===== src/design/gbts_pkg.sv =====
`timescale 1ns / 1ps

package gbts_pkg;

  localparam int unsigned DEPTH = 1024;
  localparam int unsigned AW    = $clog2(DEPTH);      // store address width
  localparam int unsigned PW    = $clog2(DEPTH + 1);  // position width, holds DEPTH
  localparam int unsigned IDX_W = 10;
  localparam int unsigned CNT_W = 11;
  localparam int unsigned CH_W  = 8;
  localparam int unsigned LEN_W = 11;

  localparam logic [PW-1:0] DEPTH_P = PW'(DEPTH);

  typedef enum logic [1:0] {
    OP_INSERT = 2'd0,
    OP_REMOVE = 2'd1,
    OP_MOVE   = 2'd2,
    OP_READ   = 2'd3
  } op_e;

  typedef enum logic [1:0] {
    STAT_DONE  = 2'd0,
    STAT_FULL  = 2'd1,
    STAT_RANGE = 2'd2
  } status_e;

  typedef struct packed {
    op_e              op;
    logic             backward;
    logic             zero_cnt;
    logic [CNT_W-1:0] count;
    logic [CH_W-1:0]  char_in;
    logic [IDX_W-1:0] index;
  } cmd_t;

  typedef struct packed {
    status_e          status;
    logic [CH_W-1:0]  read_char;
    logic [LEN_W-1:0] text_length;
    logic [LEN_W-1:0] cursor;
  } res_t;

endpackage


===== src/design/gbts_queue.sv =====
`timescale 1ns / 1ps

module gbts_queue (
  input  logic           clk_i,
  input  logic           rst_ni,
  input  logic           push_i,
  output logic           push_ready_o,
  input  gbts_pkg::cmd_t cmd_i,
  output logic           pop_valid_o,
  input  logic           pop_i,
  output gbts_pkg::cmd_t cmd_o
);

  gbts_pkg::cmd_t slot_q [2];
  logic           wr_ptr_q, wr_ptr_d;
  logic           rd_ptr_q, rd_ptr_d;
  logic [1:0]     fill_q, fill_d;
  logic           do_push, do_pop;

  assign push_ready_o = (fill_q != 2'd2);
  assign pop_valid_o  = (fill_q != 2'd0);
  assign do_push      = push_i && push_ready_o;
  assign do_pop       = pop_i && pop_valid_o;
  assign cmd_o        = slot_q[rd_ptr_q];

  always_comb begin
    wr_ptr_d = wr_ptr_q;
    rd_ptr_d = rd_ptr_q;
    fill_d   = fill_q;
    if (do_push) begin
      wr_ptr_d = !wr_ptr_q;
    end
    if (do_pop) begin
      rd_ptr_d = !rd_ptr_q;
    end
    case ({do_push, do_pop})
      2'b10:   fill_d = fill_q + 2'd1;
      2'b01:   fill_d = fill_q - 2'd1;
      default: fill_d = fill_q;
    endcase
  end

  always_ff @(posedge clk_i or negedge rst_ni) begin
    if (!rst_ni) begin
      wr_ptr_q <= 1'b0;
      rd_ptr_q <= 1'b0;
      fill_q   <= 2'd0;
    end else begin
      wr_ptr_q <= wr_ptr_d;
      rd_ptr_q <= rd_ptr_d;
      fill_q   <= fill_d;
    end
  end

  always_ff @(posedge clk_i) begin
    if (do_push) begin
      slot_q[wr_ptr_q] <= cmd_i;
    end
  end

endmodule


===== config.mk =====
export PLATFORM = sky130hd
export DESIGN_NAME = gbts_queue
export DESIGN_NICKNAME = d
export VERILOG_FILES = /design/src/design/gbts_pkg.sv /design/src/design/gbts_queue.sv
export SDC_FILE = /design/constraint.sdc
export NUM_CORES = 1
export LEC_CHECK = 0
export ABC_AREA = 1
export BUFFER_PORTS_ARGS = -buffer_cell sky130_fd_sc_hd__buf_2
export CAP_MARGIN = 20
export CORE_ASPECT_RATIO = 0.75
export CORE_UTILIZATION = 52
export CTS_BUF_LIST = sky130_fd_sc_hd__clkbuf_8 sky130_fd_sc_hd__clkbuf_16
export DETAILED_ROUTE_END_ITERATION = 10
export GPL_ROUTABILITY_DRIVEN = 1
export PLACE_DENSITY = 0.8
export SLEW_MARGIN = 20
export SYNTH_ARGS = -nofsm -noshare
export SYNTH_HDL_FRONTEND = slang
export SYNTH_SLANG_ARGS = --single-unit

===== constraint.sdc =====
create_clock -name clk_i -period 2.95 [get_ports clk_i]
set_clock_uncertainty 0.15 [all_clocks]
set_input_delay 0 -clock clk_i [delete_from_list [all_inputs] [get_ports clk_i]]
set_output_delay 0 -clock clk_i [all_outputs]
set_load 0.02 [all_outputs]

==> key figures <==
Outcome
  • Status: finished clean

Synthesis
  • Synth top cells by count: 95 x nand2_1, 66 x edfxtp_1, 12 x nand2_2
  • Number of synthesized register bits: 70
  • Avg Cell Area, Syn: approximately 13 um2
  • Largest family of logic cells by synthesized area: simple AND/OR/NAND/NOR gates
  • Synthesized net count: 240
  • Post-synth cell types: 18
  • Top post-synthesis cells by area: edfxtp_1 73%, nand2_1 13%, dfrtp_1 3.7%, nand2_2 2.8%, buf_6 1.7%
  • Most common cell in the netlist: nand2_1
  • Post-Synth XOR/XNOR Area: 0.323%
  • Area of the mapped netlist: 2710 um2
  • Synth Flop Type: edfxtp_1
  • Yosys top cell area share: about 73%
  • EDFF count, synth: 66
  • Yosys warning total: 0
  • Multiplexer area fraction after synthesis: 0%
  • Syn Inst Count: 202
  • Async SR Flop Fraction: 5.71%
  • Complex-gate fraction of the synthesized area: 0.185%
  • Synth area leader: edfxtp_1
  • Part of the Yosys area used for sequential elements: 76.8%
  • Simple-Gate Fraction of Synth Area: 18.0%
  • Adder-Cell Fraction of Synth Area: 0.461%

Setup path
  • CP max-delay cell: dfrtp_1
  • Crit Path Category: reg2out
  • CP required: 2800 ps
  • Worst Path Arrival: 1720 ps
  • CP Cell Sequence: buf_4, nand2_1, nand2_1, buf_2
  • Worst path max stage delay: 780 ps
  • Most repeated library cell on the critical path: nand2_1
  • CP Launch Type: flop
  • Worst setup EP type: output pin
  • CP max FO: 16
  • R2R depth: 5

Clock tree
  • Root buffer cell: clkbuf_8
  • Clock-pin transition on the worst setup and hold timing paths: 80 ps
  • CTS Sinks: 70
  • Cells resized by post-CTS repair: 0
  • Number of CTS-inserted buffers: 9
  • Maximum clock path buffer count: 2
  • CTS tree: yes
  • Worst skew pair latency: between 300 and 400 ps
  • H-tree levels: 3

Global route
  • Initial antenna violation count: 0
  • Global-route wire length before repair: 8.05 mm
  • Number of global-route vias before repair: 1745
  • GRT overflow: 0
  • Overall global routing resource usage: 20.7%
  • Pin count of the biggest net entering global routing: 35

Timing
  • Final period utilization: a little under two thirds
  • Worst setup margin: 1080 ps
  • Tmin final: 1870 ps
  • Least-Margin Pin Slew: approximately 680 ps
  • Highest clock rate: between 500 and 600 MHz
  • Final hold violations: 0
  • RSZ-0062 raised after global routing: false
  • Hold Slack: 226 ps
  • Setup Viol. Count Final: 0
  • Setup TNS: 0 ps
  • Max Slew Vio Count: 0
  • Max-slew headroom: a little over half

Pwr
  • Leakage: 1.60 nW
  • Worst VDD drop: 0.731 mV
  • Pwr Density: 957 nW/um2
  • Total Power: 0.00351 W

Floorplan
  • Die area: 5510 um2
  • # IOs: 72
  • Starting Density: 54.7%
  • Die Width: 85.4 um
  • DIE HEIGHT: 64.5 um
  • Core region area: 4950 um2
  • Row cnt: 22

Routing
  • First-pass DRT Iterations: 5
  • Wire per inst: 13.1 um
  • Vias post-DR: 1802
  • Initial DRC Count: 100
  • DRC Markers: 0
  • ANT nets after route: 0
  • Final wirelength: 5.03 mm
  • Vias per cell: between 4 and 5

Layout
  • Nets: roughly 360
  • Area of the multi-input gates: 523 um2
  • Final Util: 74.0%
  • Fill count: 318
  • Area Growth Syn to Fin: 35.3%
  • Register Area: 2080 um2
  • # diodes: 0
  • Layout cells sized above 1: 33.7%

Place
  • Placement Setup Slack: 1100 ps
  • RD Place Congestion: 0.748
  • Port Buffers: between 70 and 80
  • Post-DP HPWL: 2.89 mm

Job
  • Total of max-cap violations: 0

Worst hold path
  • Hold Crit Class: in2reg
  • Hold Path Cell Cnt: 2
-- critical path: cells and delay by family (launching register included) --
family,cells,cell delay (ps)
flops,1,780
buf+inv,2,460
simple gates,2,140
-- flip-flops by register name (all words and copies together) (netlist names) --
register / count
rd_ptr_q: 1
slot_q: 66
wr_ptr_q: 1
fill_q: 2
-- area by class of cell --
| class | count | area share, % |
|---|---|---|
| clock buffer | 9 | 3.38 |
| timing repair buffer | 112 | 20.6 |
| tap | 60 | 2.05 |
| inverter | 7 | 0.921 |
| sequential | 70 | 56.8 |
| multi-input combinational | 118 | 14.3 |
| clock inverter | 7 | 2.01 |
-- power by group --
group	switching (W)	internal, W	total (W)	leakage [nW]
Combinational	0.000887	0.000412	0.00130	0.848
Sequential	0.000112	0.00136	0.00147	0.661
Clock	0.000348	0.000390	0.000738	0.0879
Total	0.00135	0.00216	0.00351	1.60
-- logic make-up after synthesis --
kind of cell | count (synthesis)
xor+xnor | 1
simple gates | 115
flops | 70
fa+ha+maj | 1
buf+inv | 14
compound gates | 1
-- cell usage in the layout, fill, tap and decap left out --
cell type	count
a21oi_1	1
buf_2	71
buf_4	4
bufinv_16	1
clkbuf_8	9
clkinv_2	1
clkinvlp_4	4
dfrtp_1	4
dlygate4sd3_1	37
edfxtp_1	66
ha_1	1
inv_1	5
inv_2	1
inv_6	1
inv_8	1
nand2_1	95
nand2_2	12
nand2_4	2
nand3_1	2
nand4_1	1
nor2_1	1
nor2_4	2
xnor2_1	1
-- path summary, 6_finish.rpt --
check                      startpoint       endpoint  slack (ps)
setup / recovery             rd_ptr_q      cmd_o[15]        1080
hold / removal              cmd_i[26]  slot_q[0][26]         230
setup reg to reg            fill_q[0]  slot_q[0][10]        1100
hold reg to reg             fill_q[0]      fill_q[0]         380
max in group asynchronous      rst_ni       rd_ptr_q        2040
min in group asynchronous      rst_ni      fill_q[1]         430
-- stage by stage --
stage / instances / area (um2)
final: 383 / 3670
after global routing: 383 / 3670
after CTS: 383 / 3670
after detailed placement: 330 / 3100
after global placement: 330 / 3100
after floorplan: 202 / 2710
-- timing repair --
action	CTS	global route
endpoints found under the hold margin	79	0
buffers inserted	0	0
hold buffers	37	0
-- layer usage --
layer | track usage (%) | part of all wire (%) | wire length [um]
met1 | 25.4 | 41 | 2080
met2 | 33.5 | 50 | 2530
met3 | 9.43 | 7.5 | 378
met4 | 6.04 | 0.87 | 44
met5 | 0 | 0 | 0
No activity file was read; power rests on OpenSTA's default activity.
