==> src/design/gbts_pkg.sv <==
`timescale 1ns / 1ps

package gbts_pkg;

  localparam int unsigned DEPTH = 1024;
  localparam int unsigned AW    = $clog2(DEPTH);      // store address width
  localparam int unsigned PW    = $clog2(DEPTH + 1);  // position width, holds DEPTH
  localparam int unsigned IDX_W = 10;
  localparam int unsigned CNT_W = 11;
  localparam int unsigned CH_W  = 8;
  localparam int unsigned LEN_W = 11;

  localparam logic [PW-1:0] DEPTH_P = PW'(DEPTH);

  typedef enum logic [1:0] {
    OP_INSERT = 2'd0,
    OP_REMOVE = 2'd1,
    OP_MOVE   = 2'd2,
    OP_READ   = 2'd3
  } op_e;

  typedef enum logic [1:0] {
    STAT_DONE  = 2'd0,
    STAT_FULL  = 2'd1,
    STAT_RANGE = 2'd2
  } status_e;

  typedef struct packed {
    op_e              op;
    logic             backward;
    logic             zero_cnt;
    logic [CNT_W-1:0] count;
    logic [CH_W-1:0]  char_in;
    logic [IDX_W-1:0] index;
  } cmd_t;

  typedef struct packed {
    status_e          status;
    logic [CH_W-1:0]  read_char;
    logic [LEN_W-1:0] text_length;
    logic [LEN_W-1:0] cursor;
  } res_t;

endpackage

==> src/design/gbts_front.sv <==
`timescale 1ns / 1ps

module gbts_front (
  input  logic              clk_i,
  input  logic              rst_ni,
  input  logic              in_valid_i,
  output logic              in_ready_o,
  input  logic [1:0]        action_i,
  input  logic              backward_i,
  input  logic [10:0]       count_i,
  input  logic [7:0]        char_in_i,
  input  logic [9:0]        index_i,
  output logic              push_o,
  input  logic              push_ready_i,
  output gbts_pkg::cmd_t    cmd_o
);

  logic           valid_q, valid_d;
  gbts_pkg::cmd_t cmd_q, cmd_d;
  logic           take;

  assign in_ready_o = !valid_q || push_ready_i;
  assign take       = in_valid_i && in_ready_o;

  always_comb begin
    valid_d = valid_q;
    cmd_d   = cmd_q;
    if (valid_q && push_ready_i) begin
      valid_d = 1'b0;
    end
    if (take) begin
      valid_d          = 1'b1;
      cmd_d.op         = gbts_pkg::op_e'(action_i);
      cmd_d.backward   = backward_i;
      cmd_d.count      = count_i;
      cmd_d.char_in    = char_in_i;
      cmd_d.index      = index_i;
      // flag remove or move with nothing to do
      cmd_d.zero_cnt   = (count_i == '0);
    end
  end

  always_ff @(posedge clk_i or negedge rst_ni) begin
    if (!rst_ni) begin
      valid_q <= 1'b0;
    end else begin
      valid_q <= valid_d;
    end
  end

  always_ff @(posedge clk_i) begin
    cmd_q <= cmd_d;
  end

  assign push_o = valid_q;
  assign cmd_o  = cmd_q;

endmodule

==> config.mk <==
export PLATFORM = sky130hd
export DESIGN_NAME = gbts_front
export DESIGN_NICKNAME = d
export VERILOG_FILES = /design/src/design/gbts_pkg.sv /design/src/design/gbts_front.sv
export SDC_FILE = /design/constraint.sdc
export NUM_CORES = 1
export LEC_CHECK = 0
export ABC_AREA = 1
export ABC_CLOCK_PERIOD_IN_PS = 3800
export BUFFER_PORTS_ARGS = -buffer_cell sky130_fd_sc_hd__buf_4
export CORE_UTILIZATION = 35
export DETAILED_ROUTE_END_ITERATION = 8
export PLACE_DENSITY = 0.7
export SLEW_MARGIN = 20
export SYNTH_ARGS = -nofsm -noshare
export SYNTH_HDL_FRONTEND = slang
export SYNTH_SLANG_ARGS = --single-unit
==> constraint.sdc <==
create_clock -name clk_i -period 3.8 [get_ports clk_i]
set_input_delay 0.19 -clock clk_i [delete_from_list [all_inputs] [get_ports clk_i]]
set_output_delay 0.19 -clock clk_i [all_outputs]
set_load 0.02 [all_outputs]
==> run metrics, run 1 <==
Crit Path Max Fanout 33; GR Overflow Total 0; # rows 19; Num Clock Sinks 34; Max Freq 609.2 MHz; hpwl dp 1.639 mm; H-tree Lvls 2; Fin. Hold Viols 0; DRT Pass-1 Iters 6; CTS tree yes; post-route DRC violation count 9; Layout Skew 11.28 ps; Post-Syn Instances 55; Peak VDD IR 0.0002201 V; total power 0.7292 mW; Leak Pwr 0.7619 nW; CP max stage delay 820 ps; Netlist Area Pre-Place 1099 um2; Seq/Total Area, Yosys 92.48%; Synthesized Nets 91; outcome finished with violations; Worst Tran Pin Value 1030 ps; area of the multi-input gates 63.81 um2; WP data required 3750 ps; crit-path cells a21oi_4; Die ar. 3367 um2; pwr dens 420.5 nW/um2; end of the worst register-to-register path cmd_o[26]; R2R Path Start push_o; min-delay worst type input pin to flop; syn avg cell area 19.97 um2; Antenna Cells 0; Global Route Usage Sum 14.67%; max-cap violation count 0; Placer Congestion 0.6803; unrepaired setup endpoints after global routing no; Synth top area share 90.21%; Ports 71; share of layout cells above drive strength 1 58.21%; worst endpoint data arrival time 1600 ps; final setup violation count 0; vias in the first global route 679; slowest CP cell a21oi_4; filler cell count in the final layout 234; CTS Buf Count 5; Hold Startpoint char_in_i[0]; Die Wd 58.03 um; Final Max Slew Viols 0; Layout area overhead 57.86%; layout net count 169; Synth warnings 0; WL/cell 13.90 um; initial antenna violation count 0; Core ar. 2853 um2; clock latency on the worst-skew pair 330 ps; Top Family by Delay on Critical Path compound AO/OA/AOI/OAI gates; CTS max path bufs 2; Slew HR 31.19%; register area 1016 um2; crit path kind flop to flop; Hold Path Sink cmd_o[10]; via/cell ratio 4.473; failing checks design-rule violations; DR vias 738; hold-critical path depth 1; final wirelength 2.293 mm; DRT antenna net count 0; #FFs+latches synth 34; Setup crit start kind flop; die height 58.03 um; Yosys cell types 7; cell taking the most area after synthesis edfxtp_1; first-pass GRT wire length 3.381 mm; Tmin final 1642 ps; synth top area cells edfxtp_1 (90%), inv_1 (2.7%), nand2_1 (2.4%); Initial Utilization 38.51%; PortBufs 70; Buf+Inv Stages, Crit Path 0; Worst Reg-to-Reg Cells 1; Final Cycle Share 43.20%; Iteration-0 DRC Markers 29; setup tns final 0 ps; FF-to-FF setup slack 2160 ps; Clock Pin Slew Worst Setup and Hold Paths 110 ps; crit end category flop; CTS root buf clkbuf_4; largest net degree at the start of global routing 34
[timing repair]
item                      in CTS  in global routing
buffers inserted               0                  0
hold endpoints to repair       1                  0
hold buffers                   1                  0
gates resized for setup        0                  0
[stage by stage]
stage          std cells  hold WS (ps)  worst slack (ps)  util (%)  instance area [um2]
2_1_floorplan         55        -105.6              1223         -                 1099
3_3_place_gp         156        -34.50              2238     58.68                 1674
3_5_place_dp         156        -33.54              2150     58.68                 1674
4_1_cts              165         12.24              2140     60.79                 1734
5_1_grt              165         6.315              2053     60.79                 1734
6_report             165         24.49              2158     60.79                 1734
[area by class of cell]
| cell class | count | area share [%] |
|---|---|---|
| clock buffer | 6 | 2.381 |
| timing repair buffer | 71 | 30.88 |
| multi-input combinational | 13 | 3.680 |
| clock inverter | 2 | 0.5051 |
| tap | 31 | 2.237 |
| sequential | 34 | 58.59 |
| inverter | 8 | 1.732 |
[flip-flops by register name (all words and copies together) (netlist names)]
| name | flops |
|---|---|
| cmd_o | 33 |
| push_o | 1 |
[power breakdown]
part           switching [mW]  leakage, nW  internal, mW
Clock                   0.118       0.0297        0.0695
Combinational          0.0513        0.407        0.0492
Sequential            0.00598        0.326         0.436
[worst max path at each step]
stage,from,endpoint,slack [ps],cells after the start
after floorplan,push_o,cmd_o[0],1220,1
after global routing,push_o,cmd_o[4],2050,1
final,push_o,cmd_o[26],2160,1
after CTS,push_o,cmd_o[16],2140,1
after global placement,push_o,cmd_o[12],2240,1
after detailed placement,push_o,cmd_o[12],2150,1
[per-layer routing]
| layer | vias up | wire, um | GRT usage, % |
|---|---|---|---|
| met1 | 334 | 868 | 17.17 |
| met2 | 51 | 1070 | 22.82 |
| met4 | 0 | 40 | 7.143 |
| li1 | 348 | - | - |
| met3 | 5 | 313 | 6.920 |
| met5 | - | 0 | 0 |
[synth_stat cells (all sizes together)]
library cell	number
a21oi	1
dfrtp	1
nand2	7
inv	8
nor2	5
edfxtp	33
[layout by cell type, fill, tap and decap left out]
cell type / instances
inv_1: 8
nor2_2: 1
clkbuf_1: 1
a21oi_4: 1
clkinv_1: 1
nor2_1: 4
nand2_1: 7
dfrtp_1: 1
edfxtp_1: 33
buf_4: 70
clkbuf_4: 5
clkinv_2: 1
dlygate4sd3_1: 1
[cells by family after synthesis]
kind of cell / after synthesis / share of synthesized area, %
AND/OR/NAND/NOR: 12 / 4.328
buffers and inverters: 8 / 2.734
flip-flops: 34 / 92.48
AO/OA/AOI/OAI: 1 / 0.4551
Note: power is estimated with default switching activity, not from simulation.
==> inputs of run 2 (changes only) <==
- ABC_AREA: 1 -> 0
- ABC_CLOCK_PERIOD_IN_PS: 3800 -> 1500
- PLACE_DENSITY: 0.7 -> 0.74
- clock period: 3.8 -> 1.5 ns (I/O delays scaled with it)
==> run metrics, run 2 <==
cell taking the most area after synthesis edfxtp_1; synth cell count leaders edfxtp_1 (33), nand2b_1 (2), nor4_1 (2); Clk pwr share 24.5%; crit end category flop; WL met3 282 um; Leak Pwr 0.8503 nW; syn avg cell area 25.82 um2; unrepaired setup endpoints after global routing no; Post-Syn Instances 41; Netlist Area Pre-Place 1059 um2; R2R Path Start push_o; Pint 1.457 mW; asr flop ratio synth 2.941%; CTS Buf Count 5; layout net count 188; Iteration-0 DRC Markers 36; PortBufs 70; Flop pwr share 58.5%; Global Route Usage Sum 19.78%; largest net degree at the start of global routing 34; hold_ws 64.75 ps; switching share of power 23.74%; Num Clock Sinks 34; wl on met1 1.032 mm; worst endpoint data arrival time 1290 ps; Max Freq 767.3 MHz; Largest register FFs 33; Clock Pin Slew Worst Setup and Hold Paths 90 ps; Final Max Slew Viols 0; failing checks design-rule violations; most common cell after layout, fill and taps aside buf_4; H-tree Lvls 2; Layout area overhead 90.78%; Synth top area share 93.62%; GR Overflow Total 0; Final Cycle Share 86.89%; DRT Pass-1 Iters 9; Peak VDD IR 0.0005364 V; met2 WL 1.599 mm; Die ar. 3248 um2; # rows 19; max-cap violation count 0; WP data required 1490 ps; NetSw 0.4536 mW; Placer Congestion 0.6759; Worst Tran Pin Value 427.5 ps; min-delay worst type input pin to async pin; Gate power share 17.0%; Post-synth EDFFs 33; Yosys cell types 7; via/cell ratio 4.489; CTS resizes 0; final setup violation count 0; WL/cell 15.97 um; synth top area cells edfxtp_1 (94%), dfrtp_1 (2.4%), nand2b_1 (1.2%); Synth warnings 0; CTS max path bufs 2; Ports 71; CTS root buf clkbuf_4; most frequent cell after synthesis edfxtp_1; Slew HR 71.50%; Fin. Hold Viols 0; pwr dens 945.9 nW/um2; Antenna Cells 0; vias in the first global route 893; Core ar. 2805 um2; setup tns final 0 ps; Layout Skew 10.07 ps; outcome finished with violations; Die Wd 57.00 um; post-route DRC violation count 18; Synthesized Nets 77; initial antenna violation count 0; CTS tree yes; Setup crit start kind flop; Inst Count DP 142; Initial Utilization 37.73%; first-pass GRT wire length 4.436 mm; DRT antenna net count 0; most frequent cells in the layout buf_4 (70), dlygate4sd3_1 (34), edfxtp_1 (33); DR vias 826; final wirelength 2.939 mm; Most used DFF post-synth edfxtp_1; share of layout cells above drive strength 1 50.98%; crit path kind flop to flop; #FFs+latches synth 34; Crit. Startpoint push_o; DR top layer met4; Crit Path Max Fanout 33; clock latency on the worst-skew pair 330 ps; non-filler cells, final 184; Tmin final 1303 ps; Seq/Total Area, Yosys 95.98%; die height 57.00 um
run 2: worst paths after layout:
kind,to,depth (start not counted),slack (ps)
max,cmd_o[3],2,200
min,push_o,2,60
max reg2reg,cmd_o[3],2,200
min reg2reg,push_o,2,580
max in group asynchronous,push_o,2,1360
min in group clk_i,push_o,3,80
run 2: repair_timing:
| action | CTS | global route |
|---|---|---|
| hold endpoints to repair | 34 | 0 |
| hold buffers | 34 | 0 |
| setup buffers | 0 | 0 |
run 2: area by class of cell:
cell class / count / area, um2
Clock buffer: 5 / 37.54
Clock inverter: 3 / 16.27
Fill cell: 180 / 785.8
Multi-Input combinational cell: 7 / 45.04
Sequential cell: 34 / 1016
Tap cell: 31 / 38.79
Timing Repair Buffer: 104 / 865.8
run 2: worst max-delay path, cell delays in order, from the launching register on:
cell      delay [ps]
dfrtp_1          390
nand2b_1         130
and2_4           440
run 2: per-layer routing:
layer  track usage, %  vias to the layer above
met5                0                        -
met4            7.317                        0
met3            7.483                        3
met2            36.64                       57
met1            20.12                      382
li1                 -                      384
run 2: cells by family after synthesis:
family / share of synthesized area [%]
flip-flops: 95.98
AND/OR/NAND/NOR: 4.019
run 2: per-stage QoR:
step,power (mW),util [%],area [um2],worst slack [ps]
4_1_cts,1.931,71.99,2019,195.0
3_3_place_gp,1.378,57.94,1625,279.7
6_report,1.910,71.99,2019,196.7
5_1_grt,1.994,71.99,2019,131.4
3_5_place_dp,1.386,57.94,1625,210.7
2_1_floorplan,1.229,-,1061,76.32
run 2: power by group through the flow:
stage          Clock, mW  Combinational (mW)  Sequential (mW)
6_report           0.468               0.325             1.12
3_3_place_gp           0               0.241             1.14
4_1_cts            0.494               0.320             1.12
2_1_floorplan          0              0.0256             1.20
3_5_place_dp           0               0.248             1.14
5_1_grt            0.529               0.341             1.12
==> inputs of run 3 (changes only) <==
- CELL_PAD_IN_SITES_DETAIL_PLACEMENT: unset -> 2
- CELL_PAD_IN_SITES_GLOBAL_PLACEMENT: unset -> 2
- CORE_UTILIZATION: 35 -> 23
==> run metrics, run 3 (synthesized netlist as in run 2, its figures left out) <==
Worst Tran Pin Value 445.7 ps; final setup violation count 0; Worst Reg-to-Reg Cells 2; GR Overflow Total 0; Clock Pin Slew Worst Setup and Hold Paths 60 ps; Antenna Cells 0; crit end category flop; Die Wd 69.84 um; Leak Pwr 0.8600 nW; CTS Buf Count 5; Placer Congestion 0.6436; most frequent cells in the layout buf_4 (70), dlygate4sd3_1 (34), edfxtp_1 (33); Max Freq 758.7 MHz; Peak VDD IR 0.0005230 V; area of the multi-input gates 45.04 um2; postcts setup bufs 0; PortBufs 70; FF-to-FF setup slack 180 ps; register area 1016 um2; Hold Path Sink push_o; Initial Utilization 24.14%; final worst slack 182.0 ps; CTS tree yes; hold-critical path depth 3; end of the worst register-to-register path cmd_o[23]; max-cap violation count 0; share of layout cells above drive strength 1 50.00%; Layout Skew 5.349 ps; clock latency on the worst-skew pair 270 ps; DR vias 796; Largest register FFs 33; DRT Pass-1 Iters 3; final wirelength 3.028 mm; most common cell after layout, fill and taps aside buf_4; pwr dens 990.8 nW/um2; hold_ws 118.0 ps; worst endpoint data arrival time 1240 ps; setup tns final 0 ps; Layout area overhead 95.39%; Setup crit start kind flop; min-delay worst type input pin to flop; WL/cell 14.84 um; crit path kind flop to flop; pre-CTS WS 179.1 ps; DRT antenna net count 0; filler cell count in the final layout 432; Die ar. 4878 um2; Iteration-0 DRC Markers 21; Fin. Hold Viols 0; Crit Path Max Fanout 33; slowest CP cell and2_4; CTS resizes 0; layout net count 188; vias in the first global route 929; first-pass GRT wire length 4.830 mm; unrepaired setup endpoints after global routing no; Num Clock Sinks 34; Final Cycle Share 87.87%; outcome finished, final reports clean; via/cell ratio 3.902; Slew HR 70.29%; WP data required 1420 ps; CTS root buf clkbuf_8; Core ar. 4384 um2; # rows 24; initial antenna violation count 0; post-route DRC violation count 0; H-tree Lvls 2; CP max stage delay 440 ps; R2R Path Start push_o; die height 69.84 um; crit-path cells nand2b_1, and2_4; CTS max path bufs 2; Global Route Usage Sum 13.58%; Final Max Slew Viols 0; largest net degree at the start of global routing 34; Tmin final 1318 ps; Hold Startpoint push_ready_i; Ports 71
run 3: cell types whose count changed in the layout (fill, tap and decap cells not counted), sizes merged:
| cell | before | now |
|---|---|---|
| clkinvlp | 1 | 0 |
| clkinv | 2 | 0 |
| clkbuf | 5 | 7 |
run 3: timing repair:
action,CTS,global route
endpoints found under the hold margin,34,0
endpoints found under the setup margin,0,0
hold buffers,34,0
run 3: worst max-delay path: cells and delay by family, from the launching register on:
family           cells  cell delay (ps)
flip-flops           1              380
AND/OR/NAND/NOR      2              560
run 3: worst max path at each step:
stage | startpoint | end | slack, ps
final | push_o | cmd_o[23] | 180
after global routing | push_o | cmd_o[10] | 100
after CTS | push_o | cmd_o[1] | 170
after detailed placement | push_o | cmd_o[1] | 180
after global placement | push_o | cmd_o[30] | 270
after floorplan | push_o | cmd_o[0] | 80
run 3: per-stage QoR:
stage          area [um2]  util, %  power [mW]  instances
2_1_floorplan        1061        -       1.229         41
3_3_place_gp         1652    37.67       1.380        163
3_5_place_dp         1652    37.67       1.394        163
4_1_cts              2068    47.17       2.080        204
5_1_grt              2068    47.17       2.138        204
6_report             2068    47.17       2.049        204
run 3: per-layer routing:
metal / track usage, % / up-vias / part of all wire [%]
met5: 0 / - / 0
met4: 2.667 / 0 / 0.36
met3: 4.797 / 2 / 5.4
met2: 27.24 / 35 / 60
met1: 12.99 / 377 / 34
li1: - / 382 / -
run 3: area by class of cell:
cell class	instances	area share, %
multi-input cells	7	2.178
well taps	52	3.146
repair buffers	104	41.86
flip-flops and latches	34	49.12
clock buffers	7	3.690
run 3: power by group:
group | total, mW | internal, mW | switching [mW]
combinational | 0.323 | 0.179 | 0.143
sequential | 1.12 | 1.11 | 0.0153
clock | 0.606 | 0.319 | 0.287
